### src/rtl/selective_repeat_sender_window_top_macros.svh
// Assertion macros for the selective-repeat sender window.
// Each macro expects signals named clk and rst_n in the scope where it is used.
`ifndef SELECTIVE_REPEAT_SENDER_WINDOW_TOP_MACROS_SVH
`define SELECTIVE_REPEAT_SENDER_WINDOW_TOP_MACROS_SVH

// The consequent must hold in the same cycle as the antecedent.
`define SRSW_ASSERT_IMP(lbl, ante, cons) \
    lbl: assert property (@(posedge clk) disable iff (!rst_n) (ante) |-> (cons)) \
        else $error("srsw assertion failed");

// The consequent must hold in the cycle after the antecedent.
`define SRSW_ASSERT_NEXT(lbl, ante, cons) \
    lbl: assert property (@(posedge clk) disable iff (!rst_n) (ante) |=> (cons)) \
        else $error("srsw assertion failed");

`endif

### src/rtl/srsw_pkg.sv
// Shared types, codes and widths for the selective-repeat sender window.
// Used by the controller, the datapath and the top level.
package srsw_pkg;

    localparam int OP_W       = 2;
    localparam int ACK_W      = 32;
    localparam int SACK_W     = 32;
    localparam int SEQ_W      = 20;
    localparam int NUM_W      = 21;
    localparam int OFF_W      = 30;
    localparam int STATUS_W   = 2;
    localparam int WL_W       = 6;
    localparam int CNT3_W     = 3;
    localparam int CFG_IDX_W  = 2;
    localparam int CFG_DATA_W = 21;
    localparam int ROUTE_W    = 2;

    localparam int DEF_MAX_WINDOW  = 32;
    localparam int DEF_CHUNK_BYTES = 1024;

    localparam logic [NUM_W-1:0]  SEQ_SPACE = 21'h100000;
    localparam logic [CNT3_W-1:0] CNT3_MAX  = 3'd7;

    localparam logic [OP_W-1:0] OP_START   = 2'd0;
    localparam logic [OP_W-1:0] OP_ACK     = 2'd1;
    localparam logic [OP_W-1:0] OP_TIMEOUT = 2'd2;

    localparam logic [STATUS_W-1:0] ST_RUN   = 2'd0;
    localparam logic [STATUS_W-1:0] ST_DONE  = 2'd1;
    localparam logic [STATUS_W-1:0] ST_ABORT = 2'd2;

    localparam logic [CFG_IDX_W-1:0] CFG_WINDOW  = 2'd0;
    localparam logic [CFG_IDX_W-1:0] CFG_CHUNKS  = 2'd1;
    localparam logic [CFG_IDX_W-1:0] CFG_DUPACK  = 2'd2;
    localparam logic [CFG_IDX_W-1:0] CFG_TIMEOUT = 2'd3;

    localparam logic [WL_W-1:0]   RST_WINDOW  = 6'd32;
    localparam logic [NUM_W-1:0]  RST_CHUNKS  = 21'd1;
    localparam logic [CNT3_W-1:0] RST_DUPACK  = 3'd3;
    localparam logic [CNT3_W-1:0] RST_TIMEOUT = 3'd3;

    localparam logic [ROUTE_W-1:0] ROUTE_MARK  = 2'd0;
    localparam logic [ROUTE_W-1:0] ROUTE_SCAN  = 2'd1;
    localparam logic [ROUTE_W-1:0] ROUTE_FLUSH = 2'd2;

    typedef struct packed {
        logic load;
        logic decode;
        logic mark_step;
        logic shift_step;
        logic setup;
        logic scan_step;
        logic flush;
    } srsw_cmd_t;

    typedef struct packed {
        logic [ROUTE_W-1:0] route;
        logic               is_adv;
        logic               mark_done;
        logic               shift_done;
        logic               scan_done;
        logic               scan_ok;
        logic               out_free;
    } srsw_sts_t;

endpackage

### src/rtl/srsw_ctrl.sv
// Sequencing state machine for the selective-repeat sender window.
// Depends on srsw_pkg for the command and status structs.
module srsw_ctrl
    import srsw_pkg::*;
(
    input  logic      clk,
    input  logic      rst_n,
    input  logic      in_valid,
    output logic      in_ready,
    input  srsw_sts_t sts,
    output srsw_cmd_t cmd
);

    localparam logic [2:0] S_IDLE   = 3'd0;
    localparam logic [2:0] S_DECODE = 3'd1;
    localparam logic [2:0] S_MARK   = 3'd2;
    localparam logic [2:0] S_SHIFT  = 3'd3;
    localparam logic [2:0] S_SETUP  = 3'd4;
    localparam logic [2:0] S_SCAN   = 3'd5;
    localparam logic [2:0] S_FLUSH  = 3'd6;

    logic [2:0] state_reg;
    logic [2:0] state_next;

    always_comb
    begin
        state_next = state_reg;
        cmd        = '0;
        in_ready   = 1'b0;
        unique case (state_reg)
            S_IDLE:
            begin
                in_ready = 1'b1;
                if (in_valid)
                begin
                    cmd.load   = 1'b1;
                    state_next = S_DECODE;
                end
            end
            S_DECODE:
            begin
                cmd.decode = 1'b1;
                case (sts.route)
                    ROUTE_MARK: state_next = S_MARK;
                    ROUTE_SCAN: state_next = S_SCAN;
                    default:    state_next = S_FLUSH;
                endcase
            end
            S_MARK:
            begin
                if (sts.mark_done)
                begin
                    state_next = sts.is_adv ? S_SHIFT : S_SCAN;
                end
                else
                begin
                    cmd.mark_step = 1'b1;
                end
            end
            S_SHIFT:
            begin
                if (sts.shift_done)
                begin
                    state_next = S_SETUP;
                end
                else
                begin
                    cmd.shift_step = 1'b1;
                end
            end
            S_SETUP:
            begin
                cmd.setup  = 1'b1;
                state_next = S_SCAN;
            end
            S_SCAN:
            begin
                if (sts.scan_done)
                begin
                    state_next = S_FLUSH;
                end
                else if (sts.scan_ok)
                begin
                    cmd.scan_step = 1'b1;
                end
            end
            S_FLUSH:
            begin
                if (sts.out_free)
                begin
                    cmd.flush  = 1'b1;
                    state_next = S_IDLE;
                end
            end
            default:
            begin
                state_next = S_IDLE;
            end
        endcase
    end

    always_ff @(posedge clk or negedge rst_n)
    begin
        if (!rst_n)
        begin
            state_reg <= S_IDLE;
        end
        else
        begin
            state_reg <= state_next;
        end
    end

endmodule

### src/rtl/srsw_dp.sv
// Datapath of the selective-repeat sender window: registers, window map,
// walk counters, pending send and output register. Depends on srsw_pkg.
`include "selective_repeat_sender_window_top_macros.svh"

module srsw_dp
    import srsw_pkg::*;
#(
    parameter int MAX_WINDOW  = DEF_MAX_WINDOW,
    parameter int CHUNK_BYTES = DEF_CHUNK_BYTES
)
(
    input  logic                  clk,
    input  logic                  rst_n,
    input  logic                  cfg_we,
    input  logic [CFG_IDX_W-1:0]  cfg_index,
    input  logic [CFG_DATA_W-1:0] cfg_data,
    input  logic [OP_W-1:0]       op,
    input  logic [ACK_W-1:0]      ack_seq,
    input  logic [SACK_W-1:0]     sack_bits,
    input  srsw_cmd_t             cmd,
    output srsw_sts_t             sts,
    input  logic                  out_ready,
    output logic                  out_valid,
    output logic                  send_valid,
    output logic [SEQ_W-1:0]      send_seq,
    output logic [OFF_W-1:0]      send_offset,
    output logic [STATUS_W-1:0]   status,
    output logic                  last
);

    localparam int MW     = MAX_WINDOW;
    localparam int CNT_W  = $clog2(MAX_WINDOW + 1);
    localparam int CHK_W  = $clog2(CHUNK_BYTES + 1);
    localparam int PROD_W = SEQ_W + CHK_W;

    logic [WL_W-1:0]     wl_reg, wl_next;
    logic [NUM_W-1:0]    tc_reg, tc_next;
    logic [CNT3_W-1:0]   thr_reg, thr_next;
    logic [CNT3_W-1:0]   lim_reg, lim_next;

    logic [OP_W-1:0]     op_reg;
    logic [ACK_W-1:0]    ack_reg;
    logic [SACK_W-1:0]   sack_reg;

    logic [MW-1:0]       acked_reg, acked_next;
    logic [NUM_W-1:0]    base_reg, base_next;
    logic [NUM_W-1:0]    unacked_reg, unacked_next;
    logic [CNT3_W-1:0]   dup_reg, dup_next;
    logic [CNT3_W-1:0]   tmo_reg, tmo_next;
    logic [STATUS_W-1:0] status_reg, status_next;
    logic                active_reg, active_next;
    logic [CNT_W-1:0]    runw_reg, runw_next;
    logic [NUM_W-1:0]    runn_reg, runn_next;

    logic                is_adv_reg, is_adv_next;
    logic [CNT_W-1:0]    mark_cnt_reg, mark_cnt_next;
    logic [NUM_W-1:0]    mark_seq_reg, mark_seq_next;
    logic [MW-1:0]       mark_mask_reg, mark_mask_next;
    logic [SACK_W-1:0]   sack_sh_reg, sack_sh_next;
    logic [CNT_W-1:0]    shift_cnt_reg, shift_cnt_next;
    logic [CNT_W-1:0]    scan_cnt_reg, scan_cnt_next;
    logic [NUM_W-1:0]    scan_seq_reg, scan_seq_next;
    logic [NUM_W-1:0]    scan_hi_reg, scan_hi_next;
    logic [MW-1:0]       scan_map_reg, scan_map_next;
    logic                hold_valid_reg, hold_valid_next;
    logic [SEQ_W-1:0]    hold_seq_reg, hold_seq_next;

    logic                out_valid_reg;
    logic                out_send_reg;
    logic [SEQ_W-1:0]    out_seq_reg;
    logic [OFF_W-1:0]    out_off_reg;
    logic [STATUS_W-1:0] out_status_reg;
    logic                out_last_reg;

    logic [CNT_W-1:0]    w_clamp;
    logic [NUM_W-1:0]    n_clamp;
    logic [ACK_W-1:0]    base_ext;
    logic [ACK_W-1:0]    diff;
    logic                is_dup;
    logic                is_fwd;
    logic [CNT3_W-1:0]   dup_inc;
    logic                fire;
    logic [CNT3_W-1:0]   tmo_inc;
    logic [CNT3_W-1:0]   lim_eff;
    logic                abort;
    logic                running;
    logic [NUM_W-1:0]    base_plus_w;
    logic                shift_go;
    logic                pass;
    logic                push;
    logic                out_free;
    logic [SEQ_W-1:0]    push_seq;
    logic [PROD_W-1:0]   prod;

    assign w_clamp = (wl_reg == '0) ? CNT_W'(1) :
                     (wl_reg > WL_W'(MAX_WINDOW)) ? CNT_W'(MAX_WINDOW) : CNT_W'(wl_reg);
    assign n_clamp = (tc_reg == '0) ? NUM_W'(1) :
                     (tc_reg > SEQ_SPACE) ? SEQ_SPACE : tc_reg;

    assign base_ext    = ACK_W'(base_reg);
    assign diff        = ack_reg - base_ext;
    assign is_dup      = (ack_reg == base_ext);
    assign is_fwd      = (ack_reg > base_ext) && (diff <= ACK_W'(runw_reg))
                         && (ack_reg <= ACK_W'(runn_reg));
    assign dup_inc     = dup_reg + CNT3_W'(1);
    assign fire        = (dup_reg != CNT3_MAX) && (dup_inc == thr_reg) && (base_reg < runn_reg);
    assign tmo_inc     = (tmo_reg == CNT3_MAX) ? CNT3_MAX : tmo_reg + CNT3_W'(1);
    assign lim_eff     = (lim_reg == '0) ? CNT3_W'(1) : lim_reg;
    assign abort       = (tmo_inc >= lim_eff);
    assign running     = active_reg && (status_reg == ST_RUN);
    assign base_plus_w = base_reg + NUM_W'(runw_reg);
    assign shift_go    = (shift_cnt_reg < runw_reg) && acked_reg[0];
    assign pass        = (scan_seq_reg < scan_hi_reg) && !scan_map_reg[0];
    assign out_free    = !out_valid_reg || out_ready;
    assign push        = (cmd.scan_step && pass && hold_valid_reg) || cmd.flush;
    assign push_seq    = hold_valid_reg ? hold_seq_reg : '0;
    assign prod        = PROD_W'(push_seq) * PROD_W'(CHUNK_BYTES);

    always_comb
    begin
        sts.route = ROUTE_FLUSH;
        unique case (op_reg)
            OP_START:
            begin
                sts.route = ROUTE_SCAN;
            end
            OP_ACK:
            begin
                if (running && (is_dup || is_fwd))
                begin
                    sts.route = ROUTE_MARK;
                end
            end
            OP_TIMEOUT:
            begin
                if (running && !abort)
                begin
                    sts.route = ROUTE_SCAN;
                end
            end
            default:
            begin
                sts.route = ROUTE_FLUSH;
            end
        endcase
        sts.is_adv     = is_adv_reg;
        sts.mark_done  = (mark_cnt_reg == '0);
        sts.shift_done = !shift_go;
        sts.scan_done  = (scan_cnt_reg == '0);
        sts.scan_ok    = !(pass && hold_valid_reg) || out_free;
        sts.out_free   = out_free;
    end

    always_comb
    begin
        wl_next         = wl_reg;
        tc_next         = tc_reg;
        thr_next        = thr_reg;
        lim_next        = lim_reg;
        acked_next      = acked_reg;
        base_next       = base_reg;
        unacked_next    = unacked_reg;
        dup_next        = dup_reg;
        tmo_next        = tmo_reg;
        status_next     = status_reg;
        active_next     = active_reg;
        runw_next       = runw_reg;
        runn_next       = runn_reg;
        is_adv_next     = is_adv_reg;
        mark_cnt_next   = mark_cnt_reg;
        mark_seq_next   = mark_seq_reg;
        mark_mask_next  = mark_mask_reg;
        sack_sh_next    = sack_sh_reg;
        shift_cnt_next  = shift_cnt_reg;
        scan_cnt_next   = scan_cnt_reg;
        scan_seq_next   = scan_seq_reg;
        scan_hi_next    = scan_hi_reg;
        scan_map_next   = scan_map_reg;
        hold_valid_next = hold_valid_reg;
        hold_seq_next   = hold_seq_reg;

        if (cfg_we)
        begin
            unique case (cfg_index)
                CFG_WINDOW:  wl_next  = cfg_data[WL_W-1:0];
                CFG_CHUNKS:  tc_next  = cfg_data[NUM_W-1:0];
                CFG_DUPACK:  thr_next = cfg_data[CNT3_W-1:0];
                CFG_TIMEOUT: lim_next = cfg_data[CNT3_W-1:0];
                default:     wl_next  = wl_reg;
            endcase
        end

        if (cmd.decode)
        begin
            unique case (op_reg)
                OP_START:
                begin
                    runw_next     = w_clamp;
                    runn_next     = n_clamp;
                    acked_next    = '0;
                    base_next     = '0;
                    unacked_next  = n_clamp;
                    dup_next      = '0;
                    tmo_next      = '0;
                    status_next   = ST_RUN;
                    active_next   = 1'b1;
                    scan_seq_next = '0;
                    scan_hi_next  = n_clamp;
                    scan_map_next = '0;
                    scan_cnt_next = w_clamp;
                end
                OP_ACK:
                begin
                    if (running)
                    begin
                        tmo_next = '0;
                        if (is_dup)
                        begin
                            is_adv_next    = 1'b0;
                            sack_sh_next   = sack_reg;
                            mark_seq_next  = base_reg + NUM_W'(1);
                            mark_mask_next = MW'(2);
                            mark_cnt_next  = runw_reg - CNT_W'(1);
                            if (dup_reg != CNT3_MAX)
                            begin
                                dup_next = dup_inc;
                            end
                            scan_seq_next = base_reg;
                            scan_hi_next  = runn_reg;
                            scan_map_next = '0;
                            scan_cnt_next = fire ? CNT_W'(1) : '0;
                        end
                        else if (is_fwd)
                        begin
                            is_adv_next    = 1'b1;
                            dup_next       = '0;
                            sack_sh_next   = '1;
                            mark_seq_next  = base_reg;
                            mark_mask_next = MW'(1);
                            mark_cnt_next  = CNT_W'(diff);
                            shift_cnt_next = '0;
                            scan_seq_next  = base_plus_w;
                        end
                    end
                end
                OP_TIMEOUT:
                begin
                    if (running)
                    begin
                        tmo_next = tmo_inc;
                        if (abort)
                        begin
                            status_next = ST_ABORT;
                        end
                        else
                        begin
                            scan_seq_next = base_reg;
                            scan_hi_next  = runn_reg;
                            scan_map_next = acked_reg;
                            scan_cnt_next = runw_reg;
                        end
                    end
                end
                default:
                begin
                    active_next = active_reg;
                end
            endcase
        end

        if (cmd.mark_step)
        begin
            if (sack_sh_reg[0] && (mark_seq_reg < runn_reg) && ((acked_reg & mark_mask_reg) == '0))
            begin
                acked_next = acked_reg | mark_mask_reg;
                if (unacked_reg != '0)
                begin
                    unacked_next = unacked_reg - NUM_W'(1);
                end
            end
            sack_sh_next   = sack_sh_reg >> 1;
            mark_seq_next  = mark_seq_reg + NUM_W'(1);
            mark_mask_next = mark_mask_reg << 1;
            mark_cnt_next  = mark_cnt_reg - CNT_W'(1);
        end

        if (cmd.shift_step)
        begin
            acked_next     = acked_reg >> 1;
            base_next      = base_reg + NUM_W'(1);
            shift_cnt_next = shift_cnt_reg + CNT_W'(1);
        end

        if (cmd.setup)
        begin
            if ((unacked_reg == '0) && (base_reg == runn_reg))
            begin
                status_next   = ST_DONE;
                scan_cnt_next = '0;
            end
            else
            begin
                scan_hi_next  = (base_plus_w < runn_reg) ? base_plus_w : runn_reg;
                scan_map_next = '0;
                scan_cnt_next = runw_reg;
            end
        end

        if (cmd.scan_step)
        begin
            if (pass)
            begin
                hold_valid_next = 1'b1;
                hold_seq_next   = scan_seq_reg[SEQ_W-1:0];
            end
            scan_seq_next = scan_seq_reg + NUM_W'(1);
            scan_map_next = scan_map_reg >> 1;
            scan_cnt_next = scan_cnt_reg - CNT_W'(1);
        end

        if (cmd.flush)
        begin
            hold_valid_next = 1'b0;
        end
    end

    always_ff @(posedge clk or negedge rst_n)
    begin
        if (!rst_n)
        begin
            wl_reg         <= RST_WINDOW;
            tc_reg         <= RST_CHUNKS;
            thr_reg        <= RST_DUPACK;
            lim_reg        <= RST_TIMEOUT;
            acked_reg      <= '0;
            base_reg       <= '0;
            unacked_reg    <= '0;
            dup_reg        <= '0;
            tmo_reg        <= '0;
            status_reg     <= ST_RUN;
            active_reg     <= 1'b0;
            runw_reg       <= CNT_W'(1);
            runn_reg       <= NUM_W'(1);
            is_adv_reg     <= 1'b0;
            mark_cnt_reg   <= '0;
            shift_cnt_reg  <= '0;
            scan_cnt_reg   <= '0;
            hold_valid_reg <= 1'b0;
            out_valid_reg  <= 1'b0;
        end
        else
        begin
            wl_reg         <= wl_next;
            tc_reg         <= tc_next;
            thr_reg        <= thr_next;
            lim_reg        <= lim_next;
            acked_reg      <= acked_next;
            base_reg       <= base_next;
            unacked_reg    <= unacked_next;
            dup_reg        <= dup_next;
            tmo_reg        <= tmo_next;
            status_reg     <= status_next;
            active_reg     <= active_next;
            runw_reg       <= runw_next;
            runn_reg       <= runn_next;
            is_adv_reg     <= is_adv_next;
            mark_cnt_reg   <= mark_cnt_next;
            shift_cnt_reg  <= shift_cnt_next;
            scan_cnt_reg   <= scan_cnt_next;
            hold_valid_reg <= hold_valid_next;
            if (push)
            begin
                out_valid_reg <= 1'b1;
            end
            else if (out_ready)
            begin
                out_valid_reg <= 1'b0;
            end
        end
    end

    always_ff @(posedge clk)
    begin
        if (cmd.load)
        begin
            op_reg   <= op;
            ack_reg  <= ack_seq;
            sack_reg <= sack_bits;
        end
        mark_seq_reg  <= mark_seq_next;
        mark_mask_reg <= mark_mask_next;
        sack_sh_reg   <= sack_sh_next;
        scan_seq_reg  <= scan_seq_next;
        scan_hi_reg   <= scan_hi_next;
        scan_map_reg  <= scan_map_next;
        hold_seq_reg  <= hold_seq_next;
        if (push)
        begin
            out_send_reg   <= hold_valid_reg;
            out_seq_reg    <= push_seq;
            out_off_reg    <= hold_valid_reg ? OFF_W'(prod) : '0;
            out_status_reg <= status_reg;
            out_last_reg   <= cmd.flush;
        end
    end

    assign out_valid   = out_valid_reg;
    assign send_valid  = out_send_reg;
    assign send_seq    = out_seq_reg;
    assign send_offset = out_off_reg;
    assign status      = out_status_reg;
    assign last        = out_last_reg;

    `SRSW_ASSERT_IMP(a_no_overwrite, push && out_valid_reg, out_ready)
    `SRSW_ASSERT_NEXT(a_flush_is_last, cmd.flush, out_valid_reg && out_last_reg)
    `SRSW_ASSERT_IMP(a_load_no_pending, cmd.load, !hold_valid_reg)
    `SRSW_ASSERT_IMP(a_final_status_no_send,
        out_valid_reg && (out_status_reg != ST_RUN), !out_send_reg)

endmodule

### src/rtl/selective_repeat_sender_window_top.sv
// Selective-repeat sender window, one event at a time: the idle state accepts an event, then
// decode; an advancing ACK runs map walk, window slide, setup, send scan and flush, a duplicate
// ACK skips the slide and setup, a start or a timeout goes from decode to the send scan, and any
// other event goes to flush. The send scan and flush wait while the output stalls.
// Reset clears the window state and loads the register defaults; there is no clearing pass.
// Depends on srsw_pkg, srsw_ctrl and srsw_dp.
module selective_repeat_sender_window_top
    import srsw_pkg::*;
#(
    parameter int MAX_WINDOW  = DEF_MAX_WINDOW,
    parameter int CHUNK_BYTES = DEF_CHUNK_BYTES
)
(
    input  logic                  clk,
    input  logic                  rst_n,
    input  logic                  cfg_we,
    input  logic [CFG_IDX_W-1:0]  cfg_index,
    input  logic [CFG_DATA_W-1:0] cfg_data,
    input  logic                  in_valid,
    output logic                  in_ready,
    input  logic [OP_W-1:0]       op,
    input  logic [ACK_W-1:0]      ack_seq,
    input  logic [SACK_W-1:0]     sack_bits,
    output logic                  out_valid,
    input  logic                  out_ready,
    output logic                  send_valid,
    output logic [SEQ_W-1:0]      send_seq,
    output logic [OFF_W-1:0]      send_offset,
    output logic [STATUS_W-1:0]   status,
    output logic                  last
);

    srsw_cmd_t cmd;
    srsw_sts_t sts;

    srsw_ctrl u_ctrl
    (
        .clk      (clk),
        .rst_n    (rst_n),
        .in_valid (in_valid),
        .in_ready (in_ready),
        .sts      (sts),
        .cmd      (cmd)
    );

    srsw_dp
    #(
        .MAX_WINDOW  (MAX_WINDOW),
        .CHUNK_BYTES (CHUNK_BYTES)
    )
    u_dp
    (
        .clk         (clk),
        .rst_n       (rst_n),
        .cfg_we      (cfg_we),
        .cfg_index   (cfg_index),
        .cfg_data    (cfg_data),
        .op          (op),
        .ack_seq     (ack_seq),
        .sack_bits   (sack_bits),
        .cmd         (cmd),
        .sts         (sts),
        .out_ready   (out_ready),
        .out_valid   (out_valid),
        .send_valid  (send_valid),
        .send_seq    (send_seq),
        .send_offset (send_offset),
        .status      (status),
        .last        (last)
    );

endmodule
### config.mk
export PLATFORM = sky130hd
export DESIGN_NAME = selective_repeat_sender_window_top
export DESIGN_NICKNAME = d
export VERILOG_FILES = /design/src/rtl/srsw_pkg.sv /design/src/rtl/srsw_ctrl.sv /design/src/rtl/srsw_dp.sv /design/src/rtl/selective_repeat_sender_window_top.sv
export VERILOG_INCLUDE_DIRS = /design/src /design/src/rtl
export SDC_FILE = /design/constraint.sdc
export NUM_CORES = 1
export LEC_CHECK = 0
export BUFFER_PORTS_ARGS = -buffer_cell sky130_fd_sc_hd__buf_4
export CORE_ASPECT_RATIO = 1.25
export CORE_UTILIZATION = 55
export DETAILED_ROUTE_END_ITERATION = 12
export GPL_ROUTABILITY_DRIVEN = 0
export PLACE_DENSITY = 0.84
export SLEW_MARGIN = 0
export SYNTH_ARGS = -nofsm -noshare
export SYNTH_HDL_FRONTEND = slang
export SYNTH_HIERARCHICAL = 1
export SYNTH_SLANG_ARGS = --single-unit
### constraint.sdc
create_clock -name clk -period 5.54 [get_ports clk]
set_input_delay 0.277 -clock clk [delete_from_list [all_inputs] [get_ports clk]]
set_output_delay 0.277 -clock clk [all_outputs]
set_load 0.02 [all_outputs]
[Word-level counts from Yosys, hierarchy flattened]
Index checks and enable logic that the tools add are counted.
Storage, ports and cells
  bits in registers: 466
  input bits: 94
  logic and storage cells: 302
Cells by class
  add/sub/neg operators: 12
  order comparisons: 11
  equal/unequal tests: 35
  muxes and demuxes: 132
  bitwise gates (word level): 2
  reductions and logical operators: 71
Operators by type and width (number)
  two-way mux 21 bit: 31
  two-way mux 32 bit: 20
  two-way mux 31 bit: 5
  two-way mux 6 bit: 22
  one-hot mux 21 bit (3 select lines): 2
  one-hot mux 32 bit (3 select lines): 1
  less-than comparator 21 bit: 4
  adder 21 x 1 -> 21 bit (second input constant): 3
  logical NOT 21 bit: 2
  two-way mux 3 bit: 14
  bitwise AND 32 bit: 1
  == test 32 x 21 -> 1 bit: 1
  greater-than comparator 32 x 21 -> 1 bit: 1
  less-or-equal comparator 32 x 21 -> 1 bit: 1
  less-or-equal comparator 32 x 6 -> 1 bit: 1
  logical NOT 32 bit: 1
  bitwise OR 32 bit: 1
  subtractor 32 x 21 -> 32 bit: 1
  nonzero test 2 bit: 14
  two-way mux 1 bit: 22
  adder 21 x 6 -> 21 bit: 1
  == test 21 bit: 1
  greater-than comparator 21 bit (second input constant): 1
  one-hot mux 3 bit (7 select lines): 1
  42 further kinds: 111

[Depth between registers and ports, before layout]
  word-level depth: 12
  depth in mapped cells: 22
  depth with buffers taken out: 22

[By module]
The synthesis kept the hierarchy.
By module, submodules not included
  srsw_dp: instances 1, cells an instance 2564, area an instance 25519.5 µm², sequential area each 12241.7 µm²
  srsw_ctrl: instances 1, cells an instance 44, area an instance 331.6 µm², sequential area each 75.1 µm²

[Worst setup path after synthesis]
Ideal clock, no wire load.
  path type: register to register
  start: register u_dp.base_reg[16]
  end: register u_dp.mark_cnt_reg[1]
  library setup time: 125 ps
  arrival: 4432 ps
  required time: 5415 ps
  path slack: 983 ps
  stages on the path, launching flop included: 15
  path buffers: 3
  cells stage by stage: dfrtp_1 clkbuf_1 clkinv_1 ha_1 buf_4 and3_1 nor3b_1 nand2_1 a2111oi_0 nand4_1 or4_1 nor4_4 or2_1 buf_4 mux2_4
On the way
  word-level cells in the longest chain between the ends: 6
  elaborated cells on any way between the ends: 13
  those cells by class: 1 x add/sub; 2 x order compare; 1 x eq/ne; 5 x mux; 4 x reduce/logical
Ends and longest elaborated chain
  from (decl): line srsw_dp.sv:46  | logic [NUM_W-1:0] base_reg, base_next;
  from (signal assigned): line srsw_dp.sv:358  | base_reg <= base_next;
  subtractor 32 x 21 -> 32 bit or == test 32 x 21 -> 1 bit (tied branches): line srsw_dp.sv:101, srsw_dp.sv:102
  less-or-equal comparator 32 x 6 -> 1 bit or two-way mux 6 bit (tied branches): line srsw_dp.sv:103, srsw_dp.sv:217
  logical AND 1 bit or two-way mux 6 bit (tied branches): line srsw_dp.sv:103, srsw_dp.sv:214
  logical AND 1 bit or two-way mux 6 bit (tied branches): line srsw_dp.sv:104, srsw_dp.sv:195
  nonzero test 3 bit (no line) or two-way mux 6 bit (tied branches)
  AND reduction 4 bit (no line) or two-way mux 6 bit (tied branches)
  to (signal assigned): line srsw_dp.sv:367  | mark_cnt_reg <= mark_cnt_next;
  to (decl): line srsw_dp.sv:56  | logic [CNT_W-1:0] mark_cnt_reg, mark_cnt_next;
Several ways; a longest one is shown, not always the timed one. The select of a mux whose other input is x is not followed.
A chain may end at the register's enable or synchronous reset.

==> impl_metrics.env <==
export IMPL_num_rows=88
export IMPL_top_layer_used="met4"
export IMPL_mostFrequentLayoutCells="nand2_1 (270), edfxtp_1 (234), a21oi_1 (191)"
export IMPL_grt_setup_unrepaired="false"
export IMPL_ios=150
export IMPL_power_density_nw_per_um2=391
export IMPL_r2r_end="u_ctrl/state_reg[1]"
export IMPL_fillerInstances=3515
export IMPL_fin_cells=3415
export IMPL_synthAdderAreaFrac=0.0795
export IMPL_ys_warnings_count=6
export IMPL_max_cap_violations=0
export IMPL_synthesis_area_sq_um=25900
export IMPL_muxShareOfSynthArea=0.0293
export IMPL_cts_resized=0
export IMPL_critPathArrivalTime_ps=5580
export IMPL_grt_pass1_wl_mm=116
export IMPL_vias=22200
export IMPL_grtUsageTotal=0.307
export IMPL_drive_gt1_frac=0.113
export IMPL_clock_skew_ps=25.1
export IMPL_p_clk_frac=0.265
export IMPL_finalSetupTns_ps=0
export IMPL_setup_worst_path_class="register to register"
export IMPL_via_per_inst=6.49
export IMPL_clockBufferDepth=3
export IMPL_setup_violations=0
export IMPL_synth_edf_count=234
export IMPL_wire_per_inst_um=21.8
export IMPL_multi_input_area_sq_um=12500
export IMPL_p_leak_nw=11.8
export IMPL_die_h_um=244
export IMPL_h_tree_depth=2
export IMPL_wl_met1_mm=27.2
export IMPL_p_sw_mw=4.22
export IMPL_hold_class="input port to register"
export IMPL_cp_end_kind="register"
export IMPL_ys_seq_area_frac=0.476
export IMPL_reg2reg_depth=15
export IMPL_grt_ovfl_total=0
export IMPL_root_buffer="clkbuf_16"
export IMPL_status="finished clean"
export IMPL_cts_hold_buf=88
export IMPL_drc=0
export IMPL_drt_iter0_drc=2675
export IMPL_dieArea_sq_um=47900
export IMPL_wl_mm=74.4
export IMPL_coreArea_sq_um=46200
export IMPL_cts_setup_buffers=0
export IMPL_synth_top_family_by_area="simple AND/OR/NAND/NOR gates"
export IMPL_ys_ff_latch=456
export IMPL_die_w_um=196
export IMPL_worstMarginPinSlew_ps=1140
export IMPL_dr_wl_met3_mm=7.46
export IMPL_ir_drop_uv=280
export IMPL_antenna_found_initial=1
export IMPL_worst_slack_ps=432
export IMPL_wl_met2_mm=34.0
export IMPL_async_reset_ff_frac=0.366
export IMPL_hpwl_mm=51.8
export IMPL_slew_violations=0
export IMPL_cts_made_buffers=46
export IMPL_clk_pin_slew_ps=60
export IMPL_min_from="in_valid"
export IMPL_seqPwrFrac=0.416
export IMPL_r2r_slack_ps=430
export IMPL_ys_types=83
export IMPL_synthFlopType="edfxtp_1"
export IMPL_comb_power_share=0.319
export IMPL_swShare=0.362
export IMPL_syn2layout_area_growth_pct=15.2
export IMPL_synth_xor_area_frac=0.0349
export IMPL_fin_crit_sh=0.922
export IMPL_maxSlewHeadroom=0.231
export IMPL_grt_max_degree=110
export IMPL_synth_simple_area_share=0.169
export IMPL_fmax_mhz=196
export IMPL_cp_start_kind="register"
export IMPL_final_common_cell="nand2_1"
export IMPL_hold_end="u_ctrl/state_reg[0]"
export IMPL_regArea_sq_um=12300
export IMPL_syn_inst=2608
export IMPL_fin_nets=3050
export IMPL_intPower_mw=7.43
export IMPL_regToRegStartpoint="u_dp/base_reg[16]"
export IMPL_drtAntennaViolNets=0
export IMPL_hold_path_cell_count=4
export IMPL_grt_pass1_vias=21500
export IMPL_p_total_mw=11.7
export IMPL_placed_cells=3242
export IMPL_synth_compound_area_share=0.168
export IMPL_worstPathRequired_ps=6010
export IMPL_hold_viol_final=0
export IMPL_start_util=0.559
export IMPL_min_period_ps=5110
export IMPL_port_buffers=139
export IMPL_cp_max_fo=9
export IMPL_drtPass1Iterations=7
export IMPL_place_ws_ps=590
export IMPL_clock_sinks=456
export IMPL_cts_tree="done"
export IMPL_worstSkewPairLatency_ps=600
export IMPL_syn_area_per_cell_sq_um=9.91
-- layout make-up --
cell class / instances / share of cell area
Clock inverter: 20 / 0.00706
Clock buffer: 64 / 0.0421
Tap cell: 585 / 0.0246
Sequential cell: 456 / 0.414
Multi-Input combinational cell: 1888 / 0.420
Inverter: 137 / 0.0173
Timing Repair Buffer: 264 / 0.0753
Antenna cell: 1 / 0.0000840
-- cell families (layout without fill, tap and decap cells) --
| logic type | count (synthesis) | in the layout |
|---|---|---|
| xor gates and xnor gates | 103 | 103 |
| adders and majority gates | 163 | 163 |
| buffers and inverters | 273 | 485 |
| muxes | 70 | 70 |
| other | 1 | 11 |
| DFF | 456 | 456 |
| AOI/OAI and AO/OA | 688 | 688 |
| and+or+nand+nor | 854 | 854 |
-- metal layers --
| layer | vias up | GRT usage |
|---|---|---|
| li1 | 9889 | - |
| met3 | 398 | 0.0703 |
| met4 | 0 | 0.207 |
| met5 | - | 0 |
| met1 | 10400 | 0.374 |
| met2 | 1418 | 0.488 |
-- Yosys cell counts (8+ instances only) --
cell type	instances	area, sq um
o211ai_1	21	158
dfrtp_1	159	3980
xnor2_1	77	674
nand2b_1	51	319
or3_1	19	119
dfxtp_1	55	1100
a21oi_1	191	956
and3_1	27	169
nand4_1	39	244
edfxtp_1	234	7030
buf_4	15	113
clkbuf_1	105	394
mux2_2	38	428
a21o_1	56	420
o21ai_0	178	891
o22ai_1	29	181
nor4_1	24	150
buf_1	8	30.0
and2_1	78	488
mux2i_1	30	300
a221oi_1	25	219
xor2_1	26	228
nand3_1	81	405
a22oi_1	69	518
a211oi_1	12	90.1
ha_1	161	2010
nor2b_1	33	206
nand3b_1	13	97.6
inv_1	134	503
dfstp_2	8	210
nor3_1	78	390
o21bai_1	8	60.1
nor2_1	92	345
or2_2	8	50.1
a22o_1	21	184
nand2_1	270	1010
-- power by group through the flow --
stage	logic (mW)	clock network (mW)	registers, mW
2_1_floorplan	2.39	0	4.74
3_3_place_gp	3.31	0	4.83
3_5_place_dp	3.49	0	4.87
4_1_cts	3.58	3.11	4.81
5_1_grt	4.00	3.25	4.89
6_report	3.72	3.08	4.85
-- how the worst max path moves through the flow --
stage	startpoint	end	slack [ps]	cells after the start
2_1_floorplan	u_dp/base_reg[16]	u_dp/mark_cnt_reg[1]	980	14
3_3_place_gp	u_dp/base_reg[0]	u_dp/scan_hi_reg[14]	770	19
3_5_place_dp	u_dp/base_reg[16]	u_ctrl/state_reg[1]	590	15
4_1_cts	u_dp/base_reg[16]	u_ctrl/state_reg[1]	570	15
5_1_grt	u_dp/base_reg[16]	u_ctrl/state_reg[1]	230	15
6_report	u_dp/base_reg[16]	u_ctrl/state_reg[1]	430	15
-- through the flow --
stage	hold slack (ps)	cell area, sq um	utilization
after global placement	441	27400	0.593
after detailed placement	453	27400	0.593
final	138	29800	0.644
after CTS	102	29800	0.644
after floorplan	-18.6	25900	-
after global routing	109	29800	0.644
-- critical path, stage by stage, from the launching register on --
cell	delay, ps
dfrtp_1	530
clkinv_1	340
ha_1	540
and3_1	220
nor3b_1	390
nand2_1	100
a2111oi_0	460
nand4_1	190
or4_1	650
or4_1	680
nand2_1	170
nand2_1	130
inv_1	70
nand3_1	80
a32o_1	230
a22o_1	200
Note: power is estimated with default switching activity, not from simulation.
